File: src/rtl/core/lfcu_queue.sv
// two-entry queue between front and back end
`default_nettype none
module lfcu_queue #(
  parameter int WIDTH = 8
) (
  input  wire              clk,
  input  wire              rst,
  input  wire              push,
  input  wire [WIDTH-1:0]  push_data,
  output logic             push_ready,
  input  wire              pop,
  output logic             pop_valid,
  output logic [WIDTH-1:0] pop_data
);

  logic [WIDTH-1:0] mem [2];
  logic             wr_ptr, rd_ptr;
  logic [1:0]       fill;

  assign push_ready = (fill != 2'd2);
  assign pop_valid  = (fill != 2'd0);
  assign pop_data   = mem[rd_ptr];

  always_ff @(posedge clk) begin
    if (push) begin
      mem[wr_ptr] <= push_data;
    end
  end

  always_ff @(posedge clk) begin
    if (rst) begin
      wr_ptr <= 1'b0;
      rd_ptr <= 1'b0;
      fill   <= 2'd0;
    end else begin
      if (push) begin
        wr_ptr <= ~wr_ptr;
      end
      if (pop) begin
        rd_ptr <= ~rd_ptr;
      end
      if (push && !pop) begin
        fill <= fill + 2'd1;
      end else if (pop && !push) begin
        fill <= fill - 2'd1;
      end
    end
  end

endmodule
`default_nettype wire

File: config.mk
export PLATFORM = sky130hd
export DESIGN_NAME = lfcu_queue
export DESIGN_NICKNAME = d
export VERILOG_FILES = /design/src/rtl/core/lfcu_queue.sv
export SDC_FILE = /design/constraint.sdc
export NUM_CORES = 1
export LEC_CHECK = 0
export ABC_AREA = 1
export BUFFER_PORTS_ARGS = -buffer_cell sky130_fd_sc_hd__buf_2
export CORE_AREA = 4 4 45 47
export CTS_CLUSTER_SIZE = 30
export DETAILED_ROUTE_END_ITERATION = 8
export DIE_AREA = 0 0 49 51
export PLACE_DENSITY = 0.85
export SYNTH_ARGS = -nofsm -noshare
export SYNTH_HDL_FRONTEND = slang
export SYNTH_SLANG_ARGS = --single-unit
export TNS_END_PERCENT = 1
File: constraint.sdc
create_clock -name clk -period 3.2 [get_ports clk]
set_clock_uncertainty 0.2 [all_clocks]
set_input_delay 0.8 -clock clk [delete_from_list [all_inputs] [get_ports clk]]
set_output_delay 0.8 -clock clk [all_outputs]
set_load 0.005 [all_outputs]
== Yosys cells after proc, flatten, opt, wreduce, memory -nomap -nowiden ==
Memories as Yosys holds them, arrays and structs flattened. A register that Yosys moved wholly into a read port is not among the register bits.
Cells that the tools add are included.

* Add/sub/neg operators: 2
* Eq/ne operators: 1
* Muxes and demuxes: 6
* Bitwise logic cells: 2
* Reductions and logical operators: 6

{| class="wikitable"
|+ Operators by type and width
! operator !! count
|-
| 2-to-1 mux 1 bit || 4
|-
| 2-to-1 mux 2 bit || 2
|-
| nonzero test 2 bit || 2
|-
| adder 2 x 1 -> 2 bit (second input constant) || 1
|-
| logical AND 1 bit || 2
|-
| zero test 1 bit || 2
|-
| != test 2 bit (second input constant) || 1
|-
| inverter 1 bit || 2
|-
| subtractor 2 x 1 -> 2 bit (second input constant) || 1
|}

* Register bits after elaboration: 4
* Memory bits (writable): 16
* Input port bits: 12
* Logic and storage cells: 21
* Memories: 1

{| class="wikitable"
|+ Memories
! name !! words !! width !! read ports !! clocked after memory_dff !! write ports !! line !! source
|-
| mem || 2 || 8 || 1 || 1 || 1 || 16 || <nowiki>logic [WIDTH-1:0] mem [2];</nowiki>
|}

== Longest topological paths before layout ==
Gate-level depths: netlist of the first run.

* Word-level depth: 4
* Mapped depth: 8
* Mapped depth without buffers: 8

== Worst setup path after synthesis of the first run ==
OpenSTA, ideal clock, no wires.

* Path type: input to register
* Start: input port push
* End: memory mem[0][0], enable pin
* Arrival time: 1.189 ns
* Required time: 2.630 ns
* Slack: 1.441 ns
* Cell stages on the path: 2
* Path buffers: 0
* Cells stage by stage: inv_1 -> nor2_1

* Word-level cells in the longest chain between the ends: 2

{| class="wikitable"
|+ Ends and longest elaborated chain
! what !! line !! source
|-
| start: declaration || 8 || <nowiki>input wire push,</nowiki>
|-
| 2-to-1 mux 1 bit || 25 || <nowiki>if (push) begin</nowiki>
|-
| 2-to-1 mux 1 bit (implied by the code) || 26 || <nowiki>mem[wr_ptr] <= push_data;</nowiki>
|-
| end: declaration || 16 ||
|}

Every way passes these cells.

==> impl_metrics.yaml, run 1 <==
status:
  outcome: "complete, no violations"
power:
  power_switching_mw: 0.112
  p_seq_share_pct: 63.1
  powerDensity_mw_per_mm2: 521
  pwr-share-comb_pct: 13.5
  p_leak_nw: 0.438
  p_sw_share_pct: 21.9
  peakVddDrop_mv: 0.277
  p_int_mw: 0.399
  p_clk_share_pct: 23.4
floorplan:
  io_pins: 22
  dieArea_mm2: 0.00250
  chipWidth_um: 49
  die-height_um: 51
  start_util_pct: 50.9
  core_mm2: 0.00165
  rows: 15
worst_setup_path:
  max_stage_delay_ps: 640
  worstPathRequired_ps: 2200
  cp-start-kind: "register"
  path_cells: "mux2_4 -> buf_2"
  arrival_ps: 1400
  reg2reg_to: "mem[0][3]"
  worst-path-buf-inv: 1
  critPathCaptureType: "output pin"
  crit_fanout: 8
  rrSetupSlack_ps: 1810
  r2r-start: "wr_ptr"
  reg2regPathDepth: 1
  crit_type: "register to output pin"
  cp_top_family: "flip-flops"
  slowest_stage: "dfxtp_1"
synthesis:
  netlist.area_leader.share_pct: 57.1
  avgSynthCellArea_um2: 14.5
  synth.most_common_cell: "edfxtp_1"
  synth_cell_type_count: 16
  synth_common_cells: "16 x edfxtp_1, 8 x inv_1, 8 x mux2_4"
  synthesis.nets: 71
  syn_area_um2: 841
  async_flop_share_pct: 0
  seq_area_frac_synth_pct: 69.0
  netlist_top_cells_area: "edfxtp_1 57%, mux2_4 14%, dfxtp_1 12%"
  synthFlopType: "edfxtp_1"
  yosys_warnings: 0
  synth_enable_flop_cells: 16
  synth.largest_area_cell: "edfxtp_1"
  synth_seq_cells: 21
  netlist_instances: 58
layout:
  n_fill_cell: 147
  multi_input_area_um2: 215
  final_area_um2: 982
  final_cells: 99
  final_layout_size_suffix_gt1_share_pct: 41.5
  nets: 96
  area.sequential_um2: 581
  antenna_cells: 0
  syn_to_final_growth_pct: 16.8
place:
  hpwlAfterDp_um: 953
  placed_area_um2: 956
  io_buffers: 21
  gp_congestion: 0.614
  dp_cells: 95
  dpl_worst_slack_ps: 1110
timing:
  worstMarginPinSlew_ps: 626
  hold_viol: 0
  final-setup-viol-count: 0
  relSlewSlack_pct: 58.1
  clock.fmax_mhz: 417
  finalCriticalPeriod_ps: 2400
  hold_ws_ps: 326
  final.setup.tns_ps: 0
  fin_crit_sh_pct: 75.0
  rsz0062_at_grt: "no"
  slew_violations: 0
  worst_slack_ps: 799
hold_path:
  hold_class: "register to register"
  hold_start: "wr_ptr"
  hold-path-cell-count: 2
  hold_end: "wr_ptr"
flow_run:
  drv_cap: 0
clock_tree:
  clkSlewWorstSetupHoldPaths_ps: 100
  cts_tree: "done"
  cts_buffers: 3
  clockBufferDepth: 2
  cts-root-buf: "clkbuf_4"
  ctsHoldBuffers: 0
  cts.sinks: 21
  htreeDepth: 1
  cts_resized: 0
  clock_latency_ps: 290
  cts_setup_buffers: 0
grt:
  grt_usage_pct: 10.7
  grt_pass1_wl_um: 1960
  grt_overflow: 0
  antenna_found_initial: 0
  grt_max_degree: 12
  grt_pass1_vias: 461
routing:
  finalWirelength_um: 1220
  ant_nets: 0
  drc_errors: 0
  vias: 480
  drt-initial-drc-count: 3
  wl_per_cell_um: 12.4
  firstDrtPassIters: 4
  vias_per_cell: 4.85
sequential cells by signal (all words and copies together), names as in the netlist, named ones only:
| register | cells |
|---|---|
| mem | 16 |
| rd_ptr | 1 |
| fill | 2 |
| wr_ptr | 1 |
stage by stage:
stage	power, mW	utilization, %
after global placement	0.395	57.9
after global routing	0.540	59.5
final	0.512	59.5
after CTS	0.520	59.5
after floorplan	0.373	-
after detailed placement	0.400	57.9
cell families after synthesis:
family,after synthesis,synth area share [%]
AO/OA/AOI/OAI,2,1.19
XOR/XNOR,1,1.04
adder cells (fa/ha/maj),1,1.49
buffers and inverters,10,5.36
flip-flops,21,69.0
multiplexers,8,14.3
AND/OR/NAND/NOR,15,7.59
area by class of cell:
cell class,instances,share of cell area [%]
clock buffer,4,2.68
inverter,9,3.44
multi-input combinational,27,21.9
sequential,21,59.1
tap,17,2.17
timing repair buffer,21,10.7
layer usage:
layer	vias to the layer above	track usage, %	part of all wire (%)
met3	2	3.50	8.0
met1	217	10.8	39
met5	-	0	0
met4	0	6.73	1.6
met2	17	18.9	51
li1	244	-	-
cells in the final DEF, fill, tap and decap left out, types with 3 or more instances in the layout:
cell,instances
inv_1,8
nor2_1,5
edfxtp_1,16
dfxtp_1,5
buf_2,21
mux2_4,8
nand2_1,6
clkbuf_4,3
tightest hold or removal path, cell delays in order, from the launching register on:
cell and delay, ps:
dfxtp_1 340, nor2_1 100, nor3_1 50
how the worst max path moves through the flow:
stage / from / endpoint / slack (ps) / depth (start not counted)
2_1_floorplan: push / mem[0][0] / 1440 / 2
3_3_place_gp: register / pop_data[3] / 1120 / 2
3_5_place_dp: register / pop_data[5] / 1110 / 2
4_1_cts: register / pop_data[5] / 760 / 2
5_1_grt: register / pop_data[7] / 710 / 2
6_report: register / pop_data[5] / 800 / 2
power groups by stage:
stage	Clock (mW)	Sequential, mW	Combinational [mW]
finish	0.120	0.323	0.0692
global route	0.137	0.325	0.0778
CTS	0.125	0.323	0.0708
detailed placement	0	0.330	0.0705
global placement	0	0.328	0.0670
floorplan	0	0.323	0.0497
Note: power is estimated with default switching activity, not from simulation.
==> run 2: changes to the inputs <==
CORE_AREA = 4 4 49 51   (was 4 4 45 47)
DIE_AREA = 0 0 53 55   (was 0 0 49 51)
PLACE_DENSITY = 0.76   (was 0.85)
clock period = 2 ns   (was 3.2 ns; I/O delays follow)
==> run 2 against run 1 <==
  * Sequential power up 58%
  * Routed wire length decreased by 1.6%
  * Global-route usage is 1.8 points lower
  * Combinational power increased by 79%
  * Worst hold slack worse by 130 ps
  * Total power increased by 60%
  * Setup slack worse by 710 ps
  * Die area grew 17%
  * Largest cell class unchanged
  * Highest routed layer is now met3
==> impl_metrics.yaml, run 2 (synthesized netlist as in run 1, its figures left out) <==
power:
  p_seq_share_pct: 62.1
  peakVddDrop_mv: 0.501
  powerDensity_mw_per_mm2: 809
  pwr-share-comb_pct: 15.1
  p_clk_share_pct: 22.8
  p_leak_nw: 0.449
  power_switching_mw: 0.176
  p_int_mw: 0.644
  p_sw_share_pct: 21.5
timing:
  hold_ws_ps: 194
  finalCriticalPeriod_ps: 1910
  fin_crit_sh_pct: 95.6
  slew_violations: 0
  clock.fmax_mhz: 523
  final.setup.tns_ps: 0
  rsz0062_at_grt: "no"
  final-setup-viol-count: 0
  hold_viol: 0
  relSlewSlack_pct: 77.3
  worstMarginPinSlew_ps: 340
grt:
  globalRouteMet1Util_pct: 9.69
  grt_util_met2_pct: 15.5
  grtUsageMet3_pct: 3.75
  grt_usage_pct: 8.97
  grt_overflow: 0
  grt_pass1_wl_um: 1860
  grt_max_degree: 12
  antenna_found_initial: 0
  top_usage_layer: "met2"
  grt_pass1_vias: 455
worst_setup_path:
  reg2reg_to: "mem[1][7]"
  rrSetupSlack_ps: 790
  critPathCaptureType: "output pin"
  worstPathRequired_ps: 1300
  max_stage_delay_ps: 340
  crit_fanout: 8
  path_cells: "buf_6 -> mux2_4 -> buf_2"
  crit_type: "register to output pin"
  reg2regPathDepth: 2
  r2r-start: "wr_ptr"
  arrival_ps: 1210
  cp-start-kind: "register"
  slowest_stage: "dfxtp_1"
routing:
  wl_per_cell_um: 10.9
  firstDrtPassIters: 1
  drc_errors: 0
  drt-initial-drc-count: 0
  vias_per_cell: 4.35
  finalWirelength_um: 1210
  ant_nets: 0
  vias: 483
floorplan:
  dieArea_mm2: 0.00292
  rows: 16
  start_util_pct: 43.3
  die-height_um: 55
  core_mm2: 0.00194
  chipWidth_um: 53
  io_pins: 22
clock_tree:
  cts_tree: "done"
  clock_latency_ps: 280
  cts_setup_buffers: 0
  ctsHoldBuffers: 0
  cts_buffers: 3
  cts.sinks: 21
  htreeDepth: 1
  clkSlewWorstSetupHoldPaths_ps: 100
  cts-root-buf: "clkbuf_4"
  clockBufferDepth: 2
layout:
  area.sequential_um2: 581
  final_cell_mix: "21 x buf_2, 16 x edfxtp_1, 8 x mux2_4, 8 x inv_1, 6 x nand2_1"
  regMostFlops: "mem"
  largest_reg_flops: 16
  multi_input_area_um2: 215
  top_regs: "mem (16), fill (2)"
  nets: 98
  antenna_cells: 0
  mostFrequentLayoutCell: "buf_2"
  n_fill_cell: 188
  final_layout_size_suffix_gt1_share_pct: 42.9
  syn_to_final_growth_pct: 20.5
place:
  io_buffers: 21
  gp_congestion: 0.652
  hpwlAfterDp_um: 974
status:
  outcome: "complete, no violations"
hold_path:
  hold-path-cell-count: 1
  hold_start: "push_data[0]"
  hold_end: "mem[0][0]"
  hold_class: "input port to register"
flow_run:
  drv_cap: 0
## run 2: worst max-delay path, delay by kind of cell, from the launching register on
kind | cells | cell delay [ps]
DFF | 1 | 340
muxes | 1 | 300
buffers and inverters | 2 | 290
## run 2: what timing repair did
item | CTS | global route
resized for setup | 0 | 1
setup endpoints to repair | 0 | 8
endpoints found under the hold margin | 0 | 0
## run 2: routing by layer
layer  share of wire (%)  routed length [µm]
met3                 8.7                 105
met4                   0                   0
met2                  52                 632
met1                  39                 467
met5                   0                   0
## run 2: per-stage QoR
stage	area, µm²	util, %	instances	worst slack, ps	total power [mW]
after floorplan	841	-	58	541	0.596
after CTS	1010	52.0	111	36.4	0.828
after detailed placement	983	50.6	107	367	0.646
after global routing	1010	52.2	111	3.12	0.868
final	1010	52.2	111	87.8	0.820
after global placement	983	50.6	107	388	0.638
## run 2: area by class of cell
cell class,count,area share [%]
multi-input combinational,27,21.2
sequential,21,57.3
inverter,9,3.33
timing repair buffer,23,12.2
clock buffer,4,2.59
tap,27,3.33
## run 2: how the worst max path moves through the flow
stage,endpoint,slack (ps)
floorplan,mem[0][0],540
global placement,pop_data[2],390
detailed placement,pop_data[2],370
CTS,pop_data[2],40
global route,pop_data[2],3
finish,pop_data[2],90
## run 2: power by group through the flow
stage                     Combinational (mW)  Clock [mW]  Sequential [mW]
after floorplan                       0.0795           0            0.517
after global placement                 0.121           0            0.517
after detailed placement               0.126           0            0.519
after CTS                              0.127       0.192            0.509
after global routing                   0.139       0.217            0.512
final                                  0.124       0.187            0.509
