===== config.mk =====
export PLATFORM = sky130hd
export DESIGN_NAME = lfcu_front_flat
export DESIGN_NICKNAME = d
export VERILOG_FILES = /design/src/rtl/core/lfcu_pkg.sv /design/src/rtl/core/lfcu_if.sv /design/src/rtl/core/lfcu_front.sv /design/src/flat_wrapper.sv
export SDC_FILE = /design/constraint.sdc
export NUM_CORES = 2
export LEC_CHECK = 0
export BUFFER_PORTS_ARGS = -buffer_cell sky130_fd_sc_hd__clkbuf_2
export CAP_MARGIN = 20
export CORE_UTILIZATION = 62
export DETAILED_ROUTE_END_ITERATION = 10
export HOLD_SLACK_MARGIN = 0.06
export PLACE_DENSITY = 0.95
export SLEW_MARGIN = 20
export SYNTH_ARGS = -nofsm -noshare
export SYNTH_HDL_FRONTEND = slang
export SYNTH_SLANG_ARGS = --single-unit

===== constraint.sdc =====
create_clock -name clk -period 23.2 [get_ports clk]
set_input_delay 5.8 -clock clk [delete_from_list [all_inputs] [get_ports clk]]
set_output_delay 5.8 -clock clk [all_outputs]
set_load 0.03 [all_outputs]

===== src/rtl/core/lfcu_pkg.sv =====
// shared types and constants for the liquid fraction cell update
`default_nettype none
package lfcu_pkg;

  localparam logic [1:0] PHASE_SOLID  = 2'd0;
  localparam logic [1:0] PHASE_LIQUID = 2'd1;
  localparam logic [1:0] PHASE_MUSHY  = 2'd2;

  localparam int CFG_INDEX_BITS = 3;
  localparam int CFG_DATA_BITS  = 48;

  localparam logic [CFG_INDEX_BITS-1:0] REG_SOLIDUS   = 3'd0;
  localparam logic [CFG_INDEX_BITS-1:0] REG_LIQUIDUS  = 3'd1;
  localparam logic [CFG_INDEX_BITS-1:0] REG_INV_RANGE = 3'd2;
  localparam logic [CFG_INDEX_BITS-1:0] REG_STEEP     = 3'd3;
  localparam logic [CFG_INDEX_BITS-1:0] REG_GAIN      = 3'd4;
  localparam logic [CFG_INDEX_BITS-1:0] REG_EPSILON   = 3'd5;
  localparam logic [CFG_INDEX_BITS-1:0] REG_SOLID_FRC = 3'd6;

  localparam logic [31:0] GAIN_RESET      = 32'd104857600;
  localparam logic [47:0] EPSILON_RESET   = 48'd281474976711;
  localparam logic [47:0] SOLID_FRC_RESET = 48'd104857600000;

  localparam logic [47:0] MAX48 = 48'hFFFF_FFFF_FFFF;

  typedef struct packed {
    logic [31:0] solidus_temp;
    logic [31:0] liquidus_temp;
    logic [31:0] inverse_range;
    logic [47:0] steep_coef;
    logic [31:0] forcing_gain;
    logic [47:0] forcing_epsilon;
    logic [47:0] solid_forcing;
  } lfcu_cfg_t;

endpackage
`default_nettype wire


===== src/rtl/core/lfcu_if.sv =====
// request channels for cells in and cell results out
`default_nettype none
interface lfcu_in_if;
  logic        valid;
  logic        ready;
  logic [31:0] temperature;
  logic [31:0] cell_volume;
  logic        last_cell;

  modport source (output valid, temperature, cell_volume, last_cell, input ready);
  modport sink (input valid, temperature, cell_volume, last_cell, output ready);
endinterface

`default_nettype wire


===== src/rtl/core/lfcu_front.sv =====
// front end: classifies cells, computes the fraction and keeps the sweep tallies
`default_nettype none
module lfcu_front #(
  parameter int COUNT_BITS = 24,
  parameter int FRAC_BITS  = 16
) (
  input  wire                     clk,
  input  wire                     rst,
  lfcu_in_if.sink                 in_ch,
  input  lfcu_pkg::lfcu_cfg_t     cfg,
  input  wire                     push_ready,
  output logic                    push,
  output logic [1:0]              f_phase,
  output logic                    f_neg,
  output logic [31:0]             f_mag,
  output logic [31:0]             f_vol,
  output logic [FRAC_BITS:0]      f_frac,
  output logic [COUNT_BITS-1:0]   f_solid_cnt,
  output logic [COUNT_BITS-1:0]   f_liquid_cnt,
  output logic [COUNT_BITS-1:0]   f_mushy_cnt,
  output logic [47:0]             f_solid_vol,
  output logic [47:0]             f_liquid_vol,
  output logic [47:0]             f_mushy_vol
);

  localparam logic [FRAC_BITS:0]    FRAC_ONE  = {1'b1, {FRAC_BITS{1'b0}}};
  localparam logic [COUNT_BITS-1:0] COUNT_MAX = {COUNT_BITS{1'b1}};

  logic [COUNT_BITS-1:0] solid_tally, liquid_tally, mushy_tally;
  logic [47:0]           solid_vol_sum, liquid_vol_sum, mushy_vol_sum;

  logic                  is_solid, is_liquid;
  logic [31:0]           diff;
  logic [63:0]           prod, g_raw;
  logic [FRAC_BITS:0]    g_sat;
  logic [COUNT_BITS-1:0] cnt_in, cnt_inc;
  logic [47:0]           vol_in;
  logic [48:0]           vol_add;
  logic [47:0]           vol_inc;

  assign in_ch.ready = push_ready;
  assign push        = in_ch.valid & push_ready;

  assign is_solid  = $signed(in_ch.temperature) < $signed(cfg.solidus_temp);
  assign is_liquid = !is_solid && ($signed(in_ch.temperature) > $signed(cfg.liquidus_temp));

  // t >= solidus in the mushy band, so the wrapped difference is exact
  assign diff  = in_ch.temperature - cfg.solidus_temp;
  assign prod  = {32'b0, diff} * {32'b0, cfg.inverse_range};
  assign g_raw = prod >> (32 - FRAC_BITS);
  assign g_sat = (g_raw > {{(63 - FRAC_BITS){1'b0}}, FRAC_ONE}) ? FRAC_ONE
                                                                : g_raw[FRAC_BITS:0];

  always_comb begin
    if (is_solid) begin
      f_phase = lfcu_pkg::PHASE_SOLID;
      f_frac  = '0;
      cnt_in  = solid_tally;
      vol_in  = solid_vol_sum;
    end else if (is_liquid) begin
      f_phase = lfcu_pkg::PHASE_LIQUID;
      f_frac  = FRAC_ONE;
      cnt_in  = liquid_tally;
      vol_in  = liquid_vol_sum;
    end else begin
      f_phase = lfcu_pkg::PHASE_MUSHY;
      f_frac  = g_sat;
      cnt_in  = mushy_tally;
      vol_in  = mushy_vol_sum;
    end
  end

  assign cnt_inc = (cnt_in == COUNT_MAX) ? cnt_in : cnt_in + 1'b1;
  assign vol_add = {1'b0, vol_in} + {17'b0, in_ch.cell_volume};
  assign vol_inc = vol_add[48] ? lfcu_pkg::MAX48 : vol_add[47:0];

  assign f_neg = in_ch.temperature[31];
  assign f_mag = in_ch.temperature[31] ? (~in_ch.temperature + 32'd1) : in_ch.temperature;
  assign f_vol = in_ch.cell_volume;

  assign f_solid_cnt  = is_solid ? cnt_inc : solid_tally;
  assign f_liquid_cnt = is_liquid ? cnt_inc : liquid_tally;
  assign f_mushy_cnt  = (!is_solid && !is_liquid) ? cnt_inc : mushy_tally;
  assign f_solid_vol  = is_solid ? vol_inc : solid_vol_sum;
  assign f_liquid_vol = is_liquid ? vol_inc : liquid_vol_sum;
  assign f_mushy_vol  = (!is_solid && !is_liquid) ? vol_inc : mushy_vol_sum;

  always_ff @(posedge clk) begin
    if (rst) begin
      solid_tally    <= '0;
      liquid_tally   <= '0;
      mushy_tally    <= '0;
      solid_vol_sum  <= '0;
      liquid_vol_sum <= '0;
      mushy_vol_sum  <= '0;
    end else if (push) begin
      if (in_ch.last_cell) begin
        solid_tally    <= '0;
        liquid_tally   <= '0;
        mushy_tally    <= '0;
        solid_vol_sum  <= '0;
        liquid_vol_sum <= '0;
        mushy_vol_sum  <= '0;
      end else begin
        solid_tally    <= f_solid_cnt;
        liquid_tally   <= f_liquid_cnt;
        mushy_tally    <= f_mushy_cnt;
        solid_vol_sum  <= f_solid_vol;
        liquid_vol_sum <= f_liquid_vol;
        mushy_vol_sum  <= f_mushy_vol;
      end
    end
  end

endmodule
`default_nettype wire


===== src/flat_wrapper.sv =====
// flat-port wrapper written by rule: the top's interface ports become plain ports
module lfcu_front_flat 
#(
  parameter int COUNT_BITS = 24,
  parameter int FRAC_BITS  = 16
)
  (clk, rst, cfg, push_ready, push, f_phase, f_neg, f_mag, f_vol, f_frac, f_solid_cnt, f_liquid_cnt, f_mushy_cnt, f_solid_vol, f_liquid_vol, f_mushy_vol, in_ch_valid, in_ch_temperature, in_ch_cell_volume, in_ch_last_cell, in_ch_ready);
  lfcu_in_if in_ch_i ();
  input  wire clk;
  input  wire rst;
  input  lfcu_pkg::lfcu_cfg_t cfg;
  input  wire push_ready;
  output logic push;
  output logic [1:0] f_phase;
  output logic f_neg;
  output logic [31:0] f_mag;
  output logic [31:0] f_vol;
  output logic [FRAC_BITS:0] f_frac;
  output logic [COUNT_BITS-1:0] f_solid_cnt;
  output logic [COUNT_BITS-1:0] f_liquid_cnt;
  output logic [COUNT_BITS-1:0] f_mushy_cnt;
  output logic [47:0] f_solid_vol;
  output logic [47:0] f_liquid_vol;
  output logic [47:0] f_mushy_vol;
  input wire logic [$bits(in_ch_i.valid)-1:0] in_ch_valid;
  input wire logic [$bits(in_ch_i.temperature)-1:0] in_ch_temperature;
  input wire logic [$bits(in_ch_i.cell_volume)-1:0] in_ch_cell_volume;
  input wire logic [$bits(in_ch_i.last_cell)-1:0] in_ch_last_cell;
  output wire logic [$bits(in_ch_i.ready)-1:0] in_ch_ready;
  assign in_ch_i.valid = in_ch_valid;
  assign in_ch_i.temperature = in_ch_temperature;
  assign in_ch_i.cell_volume = in_ch_cell_volume;
  assign in_ch_i.last_cell = in_ch_last_cell;
  assign in_ch_ready = in_ch_i.ready;
  lfcu_front #(.COUNT_BITS(COUNT_BITS), .FRAC_BITS(FRAC_BITS)) u_core (.clk(clk), .rst(rst), .in_ch(in_ch_i), .cfg(cfg), .push_ready(push_ready), .push(push), .f_phase(f_phase), .f_neg(f_neg), .f_mag(f_mag), .f_vol(f_vol), .f_frac(f_frac), .f_solid_cnt(f_solid_cnt), .f_liquid_cnt(f_liquid_cnt), .f_mushy_cnt(f_mushy_cnt), .f_solid_vol(f_solid_vol), .f_liquid_vol(f_liquid_vol), .f_mushy_vol(f_mushy_vol));
endmodule

## Word-level counts from Yosys, hierarchy flattened

Cells that the tools add are included.

- Input port bits: 341
- Word-level logic and storage cells: 45
- Bits in registers: 216
- Output and inout port bits: 302

- Reductions and logical operators: 4
- $lt $le $gt $ge: 3
- Mux-type cells: 24
- Add/sub/neg operators: 4
- Multiply operators: 1
- Eq/ne operators: 1
- Bitwise gates (word level): 2

Operators with widths:

| kind | count |
|---|---|
| $mux 48 | 9 |
| $mux 24 | 9 |
| $mul 32x32->64 | 1 |
| $mux 17 | 3 |
| $add 48x32->49 | 1 |
| $gt 48x17->1 const B | 1 |
| $add 32x1->32 const B | 1 |
| $gt 32x32->1 | 1 |
| $lt 32x32->1 | 1 |
| $mux 32 | 1 |
| $not 32->32 | 1 |
| $sub 32x32->32 | 1 |
| $add 24x1->24 const B | 1 |
| $eq 24x24->1 const B | 1 |
| $mux 2 | 2 |
| $logic_and 1x1->1 | 2 |
| $logic_not 1->1 | 2 |
| $and 1x1->1 | 1 |

## Longest topological paths before layout

- Depth after elaboration: 9
- Gate-level depth with buffers: 46
- Gate-level depth less buffers: 43

## Worst setup path before layout

Ideal clock, no wire load.

- Path type: in2out
- Start point: in in_ch_temperature[0]
- End point: out f_frac[10]
- Data required time: 17.400 ns
- Slack: 0.581 ns
- Arrival: 16.819 ns
- Stages on the path: 45
- Buffers on the path: 2
- Cells stage by stage: inv_1 > ha_1 > fa_1 > nor2b_1 > o31a_1 > o22ai_2 > o21ai_1 > a31oi_1 > o21bai_1 > a21o_1 > a21o_1 > nor2b_1 > o41ai_1 > xnor2_1 > clkbuf_1 > nand2_1 > fa_1 > inv_1 > (+9 left out) > fa_1 > inv_1 > fa_1 > inv_1 > ha_1 > clkbuf_1 > nand2_1 > nor2_1 > nand4_1 > o21ai_0 > o21ai_0 > a21oi_1 > nor3_1 > a2111oi_0 > mux2_2 > a211oi_1 > nand4_1 > nor4b_1

- Word-level cells in the longest chain between the ends: 6
- Elaborated cells between the ends (all ways): 10
- Those cells by class: 1 x add/sub; 1 x mul; 3 x order compare; 3 x mux; 2 x reduce/logical

RTL lines:

| item | line | RTL |
|---|---|---|
| start, declared | flat_wrapper.sv:26 | `input wire logic [$bits(in_ch_i.temperature)-1:0] in_ch_temperature;` |
| $sub 32x32->32 | lfcu_front.sv:48 | `assign diff = in_ch.temperature - cfg.solidus_temp;` |
| $mul 32x32->64 | lfcu_front.sv:49 | `assign prod = {32'b0, diff} * {32'b0, cfg.inverse_range};` |
| $gt 48x17->1 | lfcu_front.sv:51 | `assign g_sat = (g_raw > {{(63 - FRAC_BITS){1'b0}}, FRAC_ONE}) ? FRAC_ONE` |
| $mux 17 | lfcu_front.sv:51 |  |
| $mux 17 | lfcu_front.sv:60 | `end else if (is_liquid) begin` |
| $mux 17 (*) | lfcu_front.sv:55 | `if (is_solid) begin` |
| end, declared | flat_wrapper.sv:18 | `output logic [FRAC_BITS:0] f_frac;` |

Mark *: on every way between the ends. The rest lies on a longest branch, timed or not.

## Worst setup path after layout

- Start point: in in_ch_temperature[1]
- End point: out f_frac[9]

Same word-level chain as after synthesis.

==> flow_metrics.py <==
metrics = {
    "logic_synthesis": {
        "synth_edf_count": 0,
        "ys_seq_area_frac": 0.0850,
        "syn_avg_cell_area_um2": 8.10,
        "synthTopCellsByArea": "fa_1 35%, ha_1 8.8%, dfxtp_1 8.5%",
        "synth_top_cell_by_area": "fa_1",
        "yosysTopAreaCellShare": 0.353,
        "synth_fp_nets": 7878,
        "ys_ff_latch": 216,
        "ys_types": 96,
        "synth-warning-count": 0,
        "syn_inst": 6282,
        "async_reset_ff_frac": 0,
        "synthesis.area_um2": 50900,
        "ys.flop_type": "dfxtp_1",
    },
    "die": {
        "rows": 104,
        "coreArea_um2": 80900,
        "die_area_um2": 83200,
        "die_w_um": 289,
        "die_h_um": 289,
        "io_pins": 643,
        "start_util": 0.629,
    },
    "routing": {
        "routed_wirelength_mm": 167,
        "drtIter0Drc": 6016,
        "drc_errors": 18,
        "dr.pass1.iters": 11,
        "via_per_inst": 6.31,
        "ant_nets": 0,
        "wl_per_cell_um": 21.9,
        "vias": 47900,
    },
    "worst_setup_path": {
        "reg2reg_slack_ns": 17.45,
        "max_stage_delay_ns": 0.57,
        "cp.required_ns": 17.40,
        "end_kind": "primary output",
        "crit_buf_inv": 10,
        "crit_arrival_ns": 17.20,
        "crit_family": "adder cells",
        "r2r-end": "u_core.solid_vol_sum[41]",
        "r2r-start": "u_core.mushy_vol_sum[0]",
        "critPathMaxFanout": 13,
        "start_kind": "input pin",
        "cpMostUsedCell": "fa_1",
        "crit_type": "in -> out",
        "critPathSlowestCell": "fa_1",
        "r2r_cells": 18,
    },
    "layout": {
        "finalNetCount": 8109,
        "regArea_um2": 4320,
        "final_cell_area_um2": 55300,
        "final_util": 0.683,
        "multiInputGateArea_um2": 41400,
        "nFillCells": 5780,
        "final_common_cell": "nand2_1",
        "layout_common_cells": "1092 x nand2_1, 1075 x inv_1, 896 x fa_1",
        "drive_above_1_share": 0.117,
        "area_growth_pct": 8.56,
    },
    "global_route": {
        "first_global_vias": 49900,
        "antenna_found_initial": 2,
        "grt_first_pass_wirelength_mm": 259,
        "grt_use_total": 0.396,
        "grt_max_degree": 91,
        "overflow": 0,
    },
    "timing": {
        "fin_skew_ns": 0.0210,
        "period_minus_slack_ns": 23.00,
        "finalCritPeriodShare": 0.991,
        "setup_viol": 0,
        "relSlewSlack": 0.232,
        "worst_pin_slew_ns": 1.15,
        "max_freq_mhz": 43.5,
        "finalHoldViolCount": 0,
        "drv_slew": 0,
    },
    "clock_tree": {
        "cts_root_buf": "clkbuf_16",
        "clk_pin_slew_ns": 0.07,
        "cts-hold-fix-buffers": 0,
        "cts_buffers": 22,
        "clk_latency_ns": 0.55,
        "cts_tree": "done",
        "clock-sinks": 216,
        "clock_path_buffers": 3,
        "cts-htree-levels": 1,
    },
    "hold_path": {
        "hp-start": "u_core.solid_vol_sum[23]",
        "min_path_type": "reg -> reg",
        "min_to": "u_core.solid_vol_sum[23]",
        "min_path_cells": 2,
    },
    "placement": {
        "port_buffers": 466,
        "hpwl_mm": 129,
        "place_congestion": 1.02,
        "placed_area_um2": 54100,
    },
    "status": {
        "violations": "design-rule violations",
        "status": "complete, but fails checks",
    },
    "flow_run": {
        "cap_violations": 0,
    },
}
## registers in the layout, summed over array words and instances (netlist names)
| register | flops |
|---|---|
| u_core.liquid_vol_sum | 48 |
| u_core.mushy_vol_sum | 48 |
| u_core.solid_vol_sum | 48 |
| u_core.liquid_tally | 24 |
| u_core.mushy_tally | 24 |
| u_core.solid_tally | 24 |
## cells in the mapped netlist, drive strengths merged (40+ instances only)
cell / instances
nand3: 79
nand2: 1096
mux2i: 55
xnor2: 132
a22o: 43
xor2: 47
dfxtp: 216
fa: 897
inv: 1075
nand2b: 40
buf: 71
nand4: 44
ha: 358
nor2: 174
a21o: 66
a31oi: 51
o21ai: 413
nor2b: 57
and2: 410
clkbuf: 317
nor3: 65
a21oi: 206
## tightest hold or removal path: stages, from the launching register on
cell and delay [ns]:
dfxtp_1 0.32, nand2_1 0.05, o21ai_0 0.06
## area by class of cell
type | count | area share
inverters | 1077 | 0.0732
well taps | 1060 | 0.0240
repair buffers | 595 | 0.0612
clock buffers | 26 | 0.0106
diodes | 1 | 0.0000453
flip-flops and latches | 216 | 0.0783
clock inverters | 13 | 0.00335
multi-input cells | 4601 | 0.749
## stage by stage
stage	cells	hold slack [ns]	TNS [ns]	setup WS [ns]
floorplan	6282	0.443	0	0.581
global placement	7537	0.456	0	0.0995
detailed placement	7537	0.467	-1.91	-0.178
CTS	7580	0.485	0	0.0207
global route	7588	0.497	-0.405	-0.0462
finish	7589	0.482	0	0.202
## worst max path at each step
stage | from | endpoint | slack, ns | depth (start not counted)
after floorplan | in_ch_temperature[0] | f_frac[10] | 0.58 | 45
after global placement | in_ch_temperature[0] | f_frac[15] | 0.1 | 48
after detailed placement | in_ch_temperature[0] | f_frac[9] | -0.18 | 48
after CTS | in_ch_temperature[1] | f_frac[15] | 0.02 | 45
after global routing | in_ch_temperature[0] | f_frac[15] | -0.05 | 49
final | in_ch_temperature[1] | f_frac[9] | 0.20 | 44
## logic make-up (layout without fill, tap and decap cells)
group | after synthesis | in the layout | synth area share
AO/OA/AOI/OAI | 1016 | 1016 | 0.124
buffers and inverters | 1465 | 1711 | 0.112
other | 0 | 1 | 0
AND/OR/NAND/NOR | 2070 | 2070 | 0.192
flip-flops | 216 | 216 | 0.0850
XOR/XNOR | 179 | 179 | 0.0310
multiplexers | 81 | 81 | 0.0166
adder cells (fa/ha/maj) | 1255 | 1255 | 0.441
## per-layer routing
metal | share of wire | wire, um | vias to the layer above | track usage
met1 | 0.33 | 55400 | 22800 | 0.472
met5 | 0.00010 | 17 | - | 0
met2 | 0.46 | 76200 | 3752 | 0.631
li1 | - | - | 20200 | -
met3 | 0.12 | 19800 | 1116 | 0.0900
met4 | 0.091 | 15200 | 2 | 0.294
## timing repair
action | in CTS | in global routing
pin swaps | 3 | 10
setup endpoints to repair | 17 | 17
gates cloned | 0 | 1
resized for setup | 7 | 53
setup buffers | 4 | 5
endpoints found under the hold margin | 0 | 0
Power is not shown: default switching activity piles up to over one toggle a cycle in this logic, so the estimate is an artifact.
