### src/rtl/core/lfcu_pkg.sv
// shared types and constants for the liquid fraction cell update
`default_nettype none
package lfcu_pkg;

  localparam logic [1:0] PHASE_SOLID  = 2'd0;
  localparam logic [1:0] PHASE_LIQUID = 2'd1;
  localparam logic [1:0] PHASE_MUSHY  = 2'd2;

  localparam int CFG_INDEX_BITS = 3;
  localparam int CFG_DATA_BITS  = 48;

  localparam logic [CFG_INDEX_BITS-1:0] REG_SOLIDUS   = 3'd0;
  localparam logic [CFG_INDEX_BITS-1:0] REG_LIQUIDUS  = 3'd1;
  localparam logic [CFG_INDEX_BITS-1:0] REG_INV_RANGE = 3'd2;
  localparam logic [CFG_INDEX_BITS-1:0] REG_STEEP     = 3'd3;
  localparam logic [CFG_INDEX_BITS-1:0] REG_GAIN      = 3'd4;
  localparam logic [CFG_INDEX_BITS-1:0] REG_EPSILON   = 3'd5;
  localparam logic [CFG_INDEX_BITS-1:0] REG_SOLID_FRC = 3'd6;

  localparam logic [31:0] GAIN_RESET      = 32'd104857600;
  localparam logic [47:0] EPSILON_RESET   = 48'd281474976711;
  localparam logic [47:0] SOLID_FRC_RESET = 48'd104857600000;

  localparam logic [47:0] MAX48 = 48'hFFFF_FFFF_FFFF;

  typedef struct packed {
    logic [31:0] solidus_temp;
    logic [31:0] liquidus_temp;
    logic [31:0] inverse_range;
    logic [47:0] steep_coef;
    logic [31:0] forcing_gain;
    logic [47:0] forcing_epsilon;
    logic [47:0] solid_forcing;
  } lfcu_cfg_t;

endpackage
`default_nettype wire

### src/rtl/core/lfcu_if.sv
// request channels for cells in and cell results out
`default_nettype none


interface lfcu_out_if #(
  parameter int COUNT_BITS = 24,
  parameter int FRAC_BITS  = 16
);
  logic                  valid;
  logic                  ready;
  logic [1:0]            phase_state;
  logic [FRAC_BITS:0]    melt_frac;
  logic [47:0]           reaction_coef;
  logic [63:0]           heat_source;
  logic [47:0]           momentum_forcing;
  logic [COUNT_BITS-1:0] solid_count;
  logic [COUNT_BITS-1:0] liquid_cells;
  logic [COUNT_BITS-1:0] mushy_cells;
  logic [47:0]           solid_volume;
  logic [47:0]           liquid_volume;
  logic [47:0]           mushy_volume;

  modport source (output valid, phase_state, melt_frac, reaction_coef, heat_source,
                  momentum_forcing, solid_count, liquid_cells, mushy_cells, solid_volume,
                  liquid_volume, mushy_volume, input ready);
  modport sink (input valid, phase_state, melt_frac, reaction_coef, heat_source,
                momentum_forcing, solid_count, liquid_cells, mushy_cells, solid_volume,
                liquid_volume, mushy_volume, output ready);
endinterface
`default_nettype wire

### src/rtl/core/lfcu_back.sv
// back end: heat source and momentum forcing on a shared multiplier and a serial divider
`default_nettype none
module lfcu_back #(
  parameter int COUNT_BITS = 24,
  parameter int FRAC_BITS  = 16
) (
  input  wire                     clk,
  input  wire                     rst,
  input  lfcu_pkg::lfcu_cfg_t     cfg,
  input  wire                     pop_valid,
  output logic                    pop,
  input  wire [1:0]               b_phase,
  input  wire                     b_neg,
  input  wire [31:0]              b_mag,
  input  wire [31:0]              b_vol,
  input  wire [FRAC_BITS:0]       b_frac,
  input  wire [COUNT_BITS-1:0]    b_solid_cnt,
  input  wire [COUNT_BITS-1:0]    b_liquid_cnt,
  input  wire [COUNT_BITS-1:0]    b_mushy_cnt,
  input  wire [47:0]              b_solid_vol,
  input  wire [47:0]              b_liquid_vol,
  input  wire [47:0]              b_mushy_vol,
  lfcu_out_if.source              out_ch
);

  localparam logic [1:0] ST_IDLE = 2'd0;
  localparam logic [1:0] ST_MUL  = 2'd1;
  localparam logic [1:0] ST_DIV  = 2'd2;
  localparam logic [1:0] ST_DONE = 2'd3;

  localparam logic [2:0] OP_MAG_VOL = 3'd0;
  localparam logic [2:0] OP_STEEP   = 3'd1;
  localparam logic [2:0] OP_G_SQ    = 3'd2;
  localparam logic [2:0] OP_G_CUBE  = 3'd3;
  localparam logic [2:0] OP_OMG_SQ  = 3'd4;
  localparam logic [2:0] OP_NUMER   = 3'd5;

  localparam logic [1:0] CHUNK_LAST = 2'd2;
  localparam int         QBITS      = 48;
  localparam logic [5:0] DCNT_LAST  = 6'(QBITS - 1);
  localparam int         G3_SHIFT   = 3 * FRAC_BITS - 48;
  localparam int         G3_R       = (G3_SHIFT > 0) ? G3_SHIFT : 0;
  localparam int         G3_L       = (G3_SHIFT < 0) ? -G3_SHIFT : 0;
  localparam int         NUM_SHIFT  = 48 - 2 * FRAC_BITS;
  localparam logic [FRAC_BITS:0] FRAC_ONE = {1'b1, {FRAC_BITS{1'b0}}};

  logic [1:0]            state;
  logic [2:0]            op;
  logic [1:0]            chunk;
  logic [111:0]          acc;

  logic [1:0]            it_phase;
  logic                  it_neg;
  logic [31:0]           it_mag, it_vol;
  logic [FRAC_BITS:0]    it_frac;
  logic [COUNT_BITS-1:0] it_solid_cnt, it_liquid_cnt, it_mushy_cnt;
  logic [47:0]           it_solid_vol, it_liquid_vol, it_mushy_vol;

  logic [63:0]           mv, gg, msq;
  logic [49:0]           den;
  logic [49:0]           rem;
  logic [47:0]           nsh, quo;
  logic [5:0]            dcnt;
  logic [63:0]           heat;
  logic [47:0]           force_val;

  logic                  ov;
  logic [1:0]            o_phase;
  logic [FRAC_BITS:0]    o_frac;
  logic [47:0]           o_react;
  logic [63:0]           o_heat;
  logic [47:0]           o_force;
  logic [COUNT_BITS-1:0] o_solid_cnt, o_liquid_cnt, o_mushy_cnt;
  logic [47:0]           o_solid_vol, o_liquid_vol, o_mushy_vol;

  logic [63:0]           a_op;
  logic [47:0]           b_op;
  logic [15:0]           b_chunk;
  logic [79:0]           pp;
  logic [111:0]          pp_sh, acc_sum, g3_sh;
  logic [FRAC_BITS:0]    omg;
  logic [63:0]           hmag, heat_new;
  logic [49:0]           den_new;
  logic [79:0]           num;
  logic [50:0]           rem2;
  logic                  ge;
  logic                  slot_free;

  assign omg = FRAC_ONE - it_frac;

  always_comb begin
    case (op)
      OP_MAG_VOL: begin
        a_op = {32'b0, it_mag};
        b_op = {16'b0, it_vol};
      end
      OP_STEEP: begin
        a_op = mv;
        b_op = cfg.steep_coef;
      end
      OP_G_SQ: begin
        a_op = 64'(it_frac);
        b_op = 48'(it_frac);
      end
      OP_G_CUBE: begin
        a_op = gg;
        b_op = 48'(it_frac);
      end
      OP_OMG_SQ: begin
        a_op = 64'(omg);
        b_op = 48'(omg);
      end
      OP_NUMER: begin
        a_op = msq << NUM_SHIFT;
        b_op = {16'b0, cfg.forcing_gain};
      end
      default: begin
        a_op = '0;
        b_op = '0;
      end
    endcase
  end

  // one 64x16 partial product per cycle, three per multiplication
  assign b_chunk = b_op[{chunk, 4'b0} +: 16];
  assign pp      = {16'b0, a_op} * {64'b0, b_chunk};
  assign pp_sh   = {32'b0, pp} << {chunk, 4'b0};
  assign acc_sum = ((chunk == 2'd0) ? 112'b0 : acc) + pp_sh;

  assign hmag = acc_sum[111:48];
  always_comb begin
    if (!it_neg) begin
      heat_new = hmag[63] ? 64'h7FFF_FFFF_FFFF_FFFF : hmag;
    end else begin
      heat_new = (hmag > 64'h8000_0000_0000_0000) ? 64'h8000_0000_0000_0000 : (~hmag + 64'd1);
    end
  end

  assign g3_sh   = (acc_sum >> G3_R) << G3_L;
  assign den_new = g3_sh[49:0] + {2'b0, cfg.forcing_epsilon};
  assign num     = acc_sum[79:0];

  assign rem2 = {rem, nsh[47]};
  assign ge   = rem2 >= {1'b0, den};

  assign slot_free = !ov || out_ch.ready;
  assign pop       = (state == ST_IDLE) && pop_valid;

  always_ff @(posedge clk) begin
    if (rst) begin
      state <= ST_IDLE;
      op    <= OP_MAG_VOL;
      chunk <= 2'd0;
      dcnt  <= 6'd0;
      ov    <= 1'b0;
    end else begin
      case (state)
        ST_IDLE: begin
          if (pop_valid) begin
            op    <= OP_MAG_VOL;
            chunk <= 2'd0;
            state <= (b_phase == lfcu_pkg::PHASE_MUSHY) ? ST_MUL : ST_DONE;
          end
        end
        ST_MUL: begin
          if (chunk == CHUNK_LAST) begin
            chunk <= 2'd0;
            op    <= op + 3'd1;
            if (op == OP_NUMER) begin
              dcnt  <= 6'd0;
              state <= ({18'b0, num[79:48]} >= den) ? ST_DONE : ST_DIV;
            end
          end else begin
            chunk <= chunk + 2'd1;
          end
        end
        ST_DIV: begin
          dcnt <= dcnt + 6'd1;
          if (dcnt == DCNT_LAST) begin
            state <= ST_DONE;
          end
        end
        ST_DONE: begin
          if (slot_free) begin
            state <= ST_IDLE;
          end
        end
        default: state <= ST_IDLE;
      endcase
      if ((state == ST_DONE) && slot_free) begin
        ov <= 1'b1;
      end else if (out_ch.ready) begin
        ov <= 1'b0;
      end
    end
  end

  always_ff @(posedge clk) begin
    case (state)
      ST_IDLE: begin
        if (pop_valid) begin
          it_phase      <= b_phase;
          it_neg        <= b_neg;
          it_mag        <= b_mag;
          it_vol        <= b_vol;
          it_frac       <= b_frac;
          it_solid_cnt  <= b_solid_cnt;
          it_liquid_cnt <= b_liquid_cnt;
          it_mushy_cnt  <= b_mushy_cnt;
          it_solid_vol  <= b_solid_vol;
          it_liquid_vol <= b_liquid_vol;
          it_mushy_vol  <= b_mushy_vol;
          heat          <= '0;
          force_val     <= (b_phase == lfcu_pkg::PHASE_SOLID) ? cfg.solid_forcing : 48'd0;
        end
      end
      ST_MUL: begin
        acc <= acc_sum;
        if (chunk == CHUNK_LAST) begin
          case (op)
            OP_MAG_VOL: mv <= acc_sum[63:0];
            OP_STEEP:   heat <= heat_new;
            OP_G_SQ:    gg <= acc_sum[63:0];
            OP_G_CUBE:  den <= den_new;
            OP_OMG_SQ:  msq <= acc_sum[63:0];
            OP_NUMER: begin
              // quotient would not fit in 48 bits, also covers a zero denominator
              force_val <= lfcu_pkg::MAX48;
              rem       <= {18'b0, num[79:48]};
              nsh       <= num[47:0];
              quo       <= '0;
            end
            default: mv <= mv;
          endcase
        end
      end
      ST_DIV: begin
        rem <= ge ? 50'(rem2 - {1'b0, den}) : rem2[49:0];
        nsh <= {nsh[46:0], 1'b0};
        quo <= {quo[46:0], ge};
        if (dcnt == DCNT_LAST) begin
          force_val <= {quo[46:0], ge};
        end
      end
      default: begin
      end
    endcase
    if ((state == ST_DONE) && slot_free) begin
      o_phase      <= it_phase;
      o_frac       <= it_frac;
      o_react      <= (it_phase == lfcu_pkg::PHASE_MUSHY) ? cfg.steep_coef : 48'd0;
      o_heat       <= heat;
      o_force      <= force_val;
      o_solid_cnt  <= it_solid_cnt;
      o_liquid_cnt <= it_liquid_cnt;
      o_mushy_cnt  <= it_mushy_cnt;
      o_solid_vol  <= it_solid_vol;
      o_liquid_vol <= it_liquid_vol;
      o_mushy_vol  <= it_mushy_vol;
    end
  end

  assign out_ch.valid            = ov;
  assign out_ch.phase_state      = o_phase;
  assign out_ch.melt_frac        = o_frac;
  assign out_ch.reaction_coef    = o_react;
  assign out_ch.heat_source      = o_heat;
  assign out_ch.momentum_forcing = o_force;
  assign out_ch.solid_count      = o_solid_cnt;
  assign out_ch.liquid_cells     = o_liquid_cnt;
  assign out_ch.mushy_cells      = o_mushy_cnt;
  assign out_ch.solid_volume     = o_solid_vol;
  assign out_ch.liquid_volume    = o_liquid_vol;
  assign out_ch.mushy_volume     = o_mushy_vol;

endmodule
`default_nettype wire

### src/flat_wrapper.sv
// flat-port wrapper written by rule: the top's interface ports become plain ports
module lfcu_back_flat 
#(
  parameter int COUNT_BITS = 24,
  parameter int FRAC_BITS  = 16
)
  (clk, rst, cfg, pop_valid, pop, b_phase, b_neg, b_mag, b_vol, b_frac, b_solid_cnt, b_liquid_cnt, b_mushy_cnt, b_solid_vol, b_liquid_vol, b_mushy_vol, out_ch_valid, out_ch_phase_state, out_ch_melt_frac, out_ch_reaction_coef, out_ch_heat_source, out_ch_momentum_forcing, out_ch_solid_count, out_ch_liquid_cells, out_ch_mushy_cells, out_ch_solid_volume, out_ch_liquid_volume, out_ch_mushy_volume, out_ch_ready);
  lfcu_out_if #(.COUNT_BITS(COUNT_BITS), .FRAC_BITS(FRAC_BITS)) out_ch_i ();
  input  wire clk;
  input  wire rst;
  input  lfcu_pkg::lfcu_cfg_t cfg;
  input  wire pop_valid;
  output logic pop;
  input  wire [1:0] b_phase;
  input  wire b_neg;
  input  wire [31:0] b_mag;
  input  wire [31:0] b_vol;
  input  wire [FRAC_BITS:0] b_frac;
  input  wire [COUNT_BITS-1:0] b_solid_cnt;
  input  wire [COUNT_BITS-1:0] b_liquid_cnt;
  input  wire [COUNT_BITS-1:0] b_mushy_cnt;
  input  wire [47:0] b_solid_vol;
  input  wire [47:0] b_liquid_vol;
  input  wire [47:0] b_mushy_vol;
  output wire logic [$bits(out_ch_i.valid)-1:0] out_ch_valid;
  output wire logic [$bits(out_ch_i.phase_state)-1:0] out_ch_phase_state;
  output wire logic [$bits(out_ch_i.melt_frac)-1:0] out_ch_melt_frac;
  output wire logic [$bits(out_ch_i.reaction_coef)-1:0] out_ch_reaction_coef;
  output wire logic [$bits(out_ch_i.heat_source)-1:0] out_ch_heat_source;
  output wire logic [$bits(out_ch_i.momentum_forcing)-1:0] out_ch_momentum_forcing;
  output wire logic [$bits(out_ch_i.solid_count)-1:0] out_ch_solid_count;
  output wire logic [$bits(out_ch_i.liquid_cells)-1:0] out_ch_liquid_cells;
  output wire logic [$bits(out_ch_i.mushy_cells)-1:0] out_ch_mushy_cells;
  output wire logic [$bits(out_ch_i.solid_volume)-1:0] out_ch_solid_volume;
  output wire logic [$bits(out_ch_i.liquid_volume)-1:0] out_ch_liquid_volume;
  output wire logic [$bits(out_ch_i.mushy_volume)-1:0] out_ch_mushy_volume;
  input wire logic [$bits(out_ch_i.ready)-1:0] out_ch_ready;
  assign out_ch_valid = out_ch_i.valid;
  assign out_ch_phase_state = out_ch_i.phase_state;
  assign out_ch_melt_frac = out_ch_i.melt_frac;
  assign out_ch_reaction_coef = out_ch_i.reaction_coef;
  assign out_ch_heat_source = out_ch_i.heat_source;
  assign out_ch_momentum_forcing = out_ch_i.momentum_forcing;
  assign out_ch_solid_count = out_ch_i.solid_count;
  assign out_ch_liquid_cells = out_ch_i.liquid_cells;
  assign out_ch_mushy_cells = out_ch_i.mushy_cells;
  assign out_ch_solid_volume = out_ch_i.solid_volume;
  assign out_ch_liquid_volume = out_ch_i.liquid_volume;
  assign out_ch_mushy_volume = out_ch_i.mushy_volume;
  assign out_ch_i.ready = out_ch_ready;
  lfcu_back #(.COUNT_BITS(COUNT_BITS), .FRAC_BITS(FRAC_BITS)) u_core (.clk(clk), .rst(rst), .cfg(cfg), .pop_valid(pop_valid), .pop(pop), .b_phase(b_phase), .b_neg(b_neg), .b_mag(b_mag), .b_vol(b_vol), .b_frac(b_frac), .b_solid_cnt(b_solid_cnt), .b_liquid_cnt(b_liquid_cnt), .b_mushy_cnt(b_mushy_cnt), .b_solid_vol(b_solid_vol), .b_liquid_vol(b_liquid_vol), .b_mushy_vol(b_mushy_vol), .out_ch(out_ch_i));
endmodule
### config.mk
export PLATFORM = sky130hd
export DESIGN_NAME = lfcu_back_flat
export DESIGN_NICKNAME = d
export VERILOG_FILES = /design/src/rtl/core/lfcu_pkg.sv /design/src/rtl/core/lfcu_if.sv /design/src/rtl/core/lfcu_back.sv /design/src/flat_wrapper.sv
export SDC_FILE = /design/constraint.sdc
export NUM_CORES = 2
export LEC_CHECK = 0
export ABC_AREA = 1
export BUFFER_PORTS_ARGS = -buffer_cell sky130_fd_sc_hd__clkbuf_2
export CORE_MARGIN = 2
export CORE_UTILIZATION = 40
export DETAILED_ROUTE_END_ITERATION = 12
export SLEW_MARGIN = 20
export SYNTH_ARGS = -nofsm -noshare
export SYNTH_HDL_FRONTEND = slang
export SYNTH_SLANG_ARGS = --single-unit
### constraint.sdc
create_clock -name clk -period 33 [get_ports clk]
set_input_delay 3.3 -clock clk [delete_from_list [all_inputs] [get_ports clk]]
set_output_delay 3.3 -clock clk [all_outputs]
set_load 0.02 [all_outputs]
Yosys cells after proc, flatten, opt, wreduce, memory -nomap -nowiden
Index checks and enable logic that the tools add are counted.
- add/subtract/negate cells: 8
- shifts and indexed selects: 2
- reductions and logical operators: 24
- multiplexer cells: 45
- bitwise logic cells: 1
- magnitude comparators: 3
- eq/ne operators: 18
- multiply operators: 1
- operators with widths (kind ; number):
    one-hot mux 64 bit (6 select lines) ; 1
    2-to-1 mux 48 bit ; 7
    2-to-1 mux 64 bit ; 5
    one-hot mux 48 bit (5 select lines) ; 1
    2-to-1 mux 50 bit ; 3
    one-hot mux 48 bit (3 select lines) ; 1
    one-hot mux 64 bit (2 select lines) ; 1
    adder 112 bit ; 1
    2-to-1 mux 112 bit ; 1
    left shift 80 x 6 -> 112 bit ; 1
    one-hot mux 50 bit (2 select lines) ; 1
    one-hot mux 48 bit (2 select lines) ; 1
    2-to-1 mux 47 bit ; 2
    one-hot mux 47 bit (2 select lines) ; 1
    multiplier 64 x 16 -> 80 bit ; 1
    adder 64 x 1 -> 64 bit (second input constant) ; 1
    greater-than comparator 64 bit (second input constant) ; 1
    inverter 64 bit ; 1
    2-to-1 mux 63 bit ; 1
    greater-or-equal comparator 51 x 50 -> 1 bit ; 1
    adder 50 x 48 -> 50 bit ; 1
    greater-or-equal comparator 32 x 50 -> 1 bit ; 1
    subtractor 50 bit ; 1
    indexed part select 48 x 7 -> 16 bit ; 1
    32 further kinds ; 65
- bits in registers: 1304
- output and inout bits: 397
- logic and storage cells: 139
- bits of input ports: 576

Depth between registers and ports, before layout
- depth after elaboration: 14
- mapped depth: 77
- depth with buffers taken out: 77

Worst setup path after synthesis
Ideal clock, no wire load.
- path kind: input -> register
- from: input port out_ch_ready
- to: register u_core.o_heat[0] (netlist: u_core.out_ch.heat_source[0]) (enable)
- setup slack: 9.573 ns
- data required time: 31.714 ns
- cell stages on the path: 2
- setup time: 1.286 ns
- arrival: 22.141 ns
- path buffers: 0
- cells stage by stage: inv_1 a21oi_1
- longest elaborated chain between the ends: 2
- ends and longest elaborated chain (element ; line ; source):
    from (decl) ; flat_wrapper.sv:37 ; input wire logic [$bits(out_ch_i.ready)-1:0] out_ch_ready;
    logical OR 1 bit ; lfcu_back.sv:146 ; assign slot_free = !ov || out_ch.ready;
    logical AND 1 bit ; lfcu_back.sv:248 ; if ((state == ST_DONE) && slot_free) begin
    to (signal assigned) ; lfcu_back.sv:252 ; o_heat <= heat;
    to (decl) ; lfcu_back.sv:71 ; logic [63:0] o_heat;
Every way passes these cells.
A chain may end at the register's enable or synchronous reset.

Worst setup path after layout
- from: input port cfg[143] in the netlist's numbering
- to: register u_core.state[0]
- longest elaborated chain between the ends: 10
- ends and longest elaborated chain (element ; line ; source):
    from (decl) ; flat_wrapper.sv:11 ; input lfcu_pkg::lfcu_cfg_t cfg;
    one-hot mux 48 bit (5 select lines) ; lfcu_back.sv:92 ; case (op)
    indexed part select 48 x 7 -> 16 bit ; lfcu_back.sv:125 ; assign b_chunk = b_op[{chunk, 4'b0} +: 16];
    multiplier 64 x 16 -> 80 bit ; lfcu_back.sv:126 ; assign pp = {16'b0, a_op} * {64'b0, b_chunk};
    left shift 80 x 6 -> 112 bit ; lfcu_back.sv:127 ; assign pp_sh = {32'b0, pp} << {chunk, 4'b0};
    adder 112 bit ; lfcu_back.sv:128 ; assign acc_sum = ((chunk == 2'd0) ? 112'b0 : acc) + pp_sh;
    named net u_core.acc_sum[69] ; lfcu_back.sv:80 ; logic [111:0] pp_sh, acc_sum, g3_sh;
    greater-or-equal comparator 32 x 50 -> 1 bit ; lfcu_back.sv:171 ; state <= ({18'b0, num[79:48]} >= den) ? ST_DONE : ST_DIV;
    2-to-1 mux 1 bit ; lfcu_back.sv:171 ;
    2-to-1 mux 2 bit ; lfcu_back.sv:169 ; if (op == OP_NUMER) begin
    2-to-1 mux 2 bit ; lfcu_back.sv:166 ; if (chunk == CHUNK_LAST) begin
    one-hot mux 2 bit (4 select lines) ; lfcu_back.sv:157 ; case (state)
    to (signal assigned) ; lfcu_back.sv:162 ; state <= (b_phase == lfcu_pkg::PHASE_MUSHY) ? ST_MUL : ST_DONE;
    to (signal assigned) ; lfcu_back.sv:171 ;
    to (decl) ; lfcu_back.sv:47 ; logic [1:0] state;
The timed path passes the listed nets, and every way through them passes these cells. The select of a mux whose other input is x is not followed.

==> metrics.md <==
| Metric | Value |
|---|---|
| Fillers | `about 25,000` |
| Mux cell area share after synthesis | `less than 1%` |
| Netlist cell types | `65` |
| Critical Path AT | `18.12 ns` |
| CP peak stage delay | `approximately 0.76 ns` |
| HP Class | `register to register` |
| RSZ-0062 raised after global routing | `no` |
| Slew margin rel. | `13.84%` |
| I/O pins | `973` |
| Max clock buf depth | `3` |
| Global placer's final weighted congestion | `1.069` |
| Main flop type after synthesis | `edfxtp_1` |
| Hold Crit Start | `u_core.it_solid_vol[43]` |
| Post-synth EDFFs | `around 1,300` |
| WS Path Type | `input port to register` |
| Compound-Gate Fraction of Synth Area | `7.484%` |
| Adder-cell area share of the yosys netlist | `between 20% and 30%` |
| Actual slew at the worst max-slew pin | `~1.3 ns` |
| Core ar. | `250,900 um2` |
| Vias in the first global route | `between 80,000 and 90,000` |
| Fin nets | `roughly 14,000` |
| Pre-antenna DRT Iters | `7` |
| Worst-path clk slew | `roughly 0.06 ns` |
| Routed len/inst | `23.32 um` |
| DR vias | `around 84,000` |
| Layout area overhead | `13.53%` |
| DRC | `0` |
| Syn_nets | `~13,000` |
| Largest family of logic cells by synthesized area | `adder cells` |
| Global-route wire length before repair | `~540 mm` |
| Yosys warnings | `0` |
| Async set-reset flop share out of synthesis | `0%` |
| Seq cells post-synth | `roughly 1,300` |
| Critical path's top delay family | `simple AND/OR/NAND/NOR gates` |
| CTS tree | `built` |
| TritonCTS Buffers | `roughly 150` |
| Final Cycle Share | `around 52%` |
| Multi-input logic area | `around 52,000 um2` |
| Top cell type by total area after synthesis | `edfxtp_1` |
| Reg2reg end | `u_core.state[0]` |
| IO buf count | `between 800 and 900` |
| Starting density of the core | `approximately two fifths` |
| Worst-Skew Late Latency | `slightly below 0.9 ns` |
| Fmax | `about 58 MHz` |
| WP buf/inv | `9` |
| Final-report hold violation count | `0` |
| H-tree Lvls | `4` |
| Crit-path slowest cell | `inv_1` |
| Die width | `about 500 um` |
| Die area | `around 260,000 um2` |
| Critical Path End Type | `register` |
| Max cap viols | `0` |
| Grt ovf | `0` |
| Mean Syn Cell Area | `slightly below 9 um2` |
| Hold-fix buffers at CTS | `0` |
| Most frequent CP cell | `nand2_1` |
| Fraction of layout cells with a size suffix above 1 | `a little under an eighth` |
| Commonest non-fill, non-tap cells in the layout | `nand2_1 (2,982), inv_1 (2,271), edfxtp_1 (1,290)` |
| Cell Area, Synth | `between 100,000 and 150,000 um2` |
| # clock sinks | `around 1,300` |
| Worst Reg2Reg Path Length in Cells | `54` |
| Final TNS setup | `0 ns` |
| Cell Rows | `~180` |
| Mapped Cells | `11,640` |
| Endpoint, Worst Hold | `u_core.out_ch.solid_volume[43]` |
| Maximum fanout along the worst path | `26` |
| Vias per Instance | `roughly 5.3` |
| Initial antenna violation count | `37` |
| Final setup fails | `0` |
| Antenna viol nets, final | `0` |
| Most common cell after layout, fill and taps aside | `nand2_1` |
| Max-slew violations | `0` |
| Worst Skew | `roughly 0.08 ns` |
| Drt total wl | `~370 mm` |
| Total Routing Usage GR | `roughly 29%` |
| DPL Wire Length | `295.9 mm` |
| Iteration-0 DRC Markers | `just over 9,000` |
| Hold path depth | `0` |
| Area occupied by registers | `roughly 39,000 um2` |
| Die height | `about 500 um` |
| R2R setup slack | `~16 ns` |
| XOR/XNOR share of the synthesized area | `2.024%` |
| Simple-gate portion of the synthesized area | `between 10% and 20%` |
| Post-synth top area share | `about two fifths` |
| Seq/Total Area, Yosys | `roughly two fifths` |
| R2R Path Start | `u_core.op[0]` |
| WP data required | `33.81 ns` |
| Post-route minimum period | `~17 ns` |
| Largest net degree at the start of global routing | `around 120` |
| Crit start category | `input port` |
| Post-CTS setup buffers | `0` |
| Synth area leaders | `edfxtp_1 (38%), fa_1 (17%), nand2_1 (11%), inv_1 (8.5%), ha_1 (5.0%)` |
| Post-cts gate resize count | `0` |
| Outcome | `finished clean` |
| Root Buffer | `clkbuf_16` |
==> flip-flops by register name, summed over array words and instances (netlist names), 32 cells and up <==
register	cells
u_core.msq	48
u_core.mv	64
u_core.it_vol	32
u_core.out_ch.momentum_forcing	48
u_core.out_ch.liquid_volume	48
u_core.out_ch.mushy_volume	48
u_core.force_val	48
u_core.it_liquid_vol	48
u_core.nsh	48
u_core.out_ch.solid_volume	48
u_core.it_solid_vol	48
u_core.out_ch.heat_source	64
u_core.quo	47
u_core.heat	64
u_core.it_mag	32
u_core.acc	112
u_core.den	50
u_core.rem	50
u_core.gg	64
u_core.it_mushy_vol	48
u_core.out_ch.reaction_coef	48
==> kinds of logic (layout without fill, tap and decap cells) <==
| kind of cell | Yosys count | after routing |
|---|---|---|
| other | 0 | 12 |
| AND/OR/NAND/NOR | 4828 | 4828 |
| multiplexers | 6 | 6 |
| buffers and inverters | 2667 | 3637 |
| flip-flops | 1304 | 1304 |
| adder cells (fa/ha/maj) | 1274 | 1274 |
| XOR/XNOR | 233 | 233 |
| AO/OA/AOI/OAI | 1327 | 1327 |
==> synthesized netlist by cell type (14+ instances only) <==
cell type,instances
o21bai_1,24
o211ai_1,22
o21ai_1,18
a31oi_1,42
a21o_1,25
nor2_2,29
o21ai_0,368
fa_1,869
nand2_1,2983
o2111ai_1,25
nand3b_1,34
a21boi_0,15
ha_1,405
clkinv_1,24
a21oi_1,618
nand3_1,349
nand2_2,36
nand4_1,94
inv_1,2278
a22oi_1,16
xor2_1,163
or2_2,15
xnor2_1,70
nor4_1,19
and3_1,16
inv_2,43
buf_1,28
clkbuf_1,272
o21a_1,26
edfxtp_1,1290
nor2_1,1137
o22ai_1,14
dfxtp_1,14
a22o_1,64
nor3_1,72
==> per-stage QoR <==
stage	worst slack (ns)	area, um2	hold WS [ns]	cells	utilization [%]
4_1_cts	16.15	114400	0.3928	15960	45.59
5_1_grt	15.11	114400	0.4031	15960	45.60
2_1_floorplan	9.573	100800	0.4003	11640	-
3_5_place_dp	15.24	109500	0.4045	15690	43.64
3_3_place_gp	15.30	109500	0.4001	15690	43.64
6_report	15.69	114400	0.3769	15970	45.61
==> area by class of cell <==
type                            count  share of cell area (%)
Antenna cell                       12                 0.02624
Clock buffer                      177                   3.340
Clock inverter                     95                  0.9544
Inverter                         2345                   7.697
Multi-Input combinational cell   7668                   45.44
Sequential cell                  1304                   34.10
Tap cell                         3348                   3.660
Timing Repair Buffer             1020                   4.786
==> how the worst max path moves through the flow <==
| stage | start | endpoint | cells past startpoint |
|---|---|---|---|
| floorplan | out_ch_ready | u_core.out_ch.heat_source[0] | 2 |
| global placement | cfg[143] | u_core.state[0] | 57 |
| detailed placement | cfg[143] | u_core.state[0] | 57 |
| CTS | cfg[143] | u_core.state[0] | 57 |
| global route | cfg[143] | u_core.state[0] | 57 |
| finish | cfg[143] | u_core.state[0] | 53 |
==> metal layers <==
layer,vias up,part of all wire (%),global-route usage [%]
li1,38420,-,-
met5,-,0.041,0
met4,24,5.0,12.62
met3,689,10,6.997
met1,40840,41,38.91
met2,4046,44,43.73
Power is not shown: default switching activity piles up to over one toggle a cycle in this logic, so the estimate is an artifact.
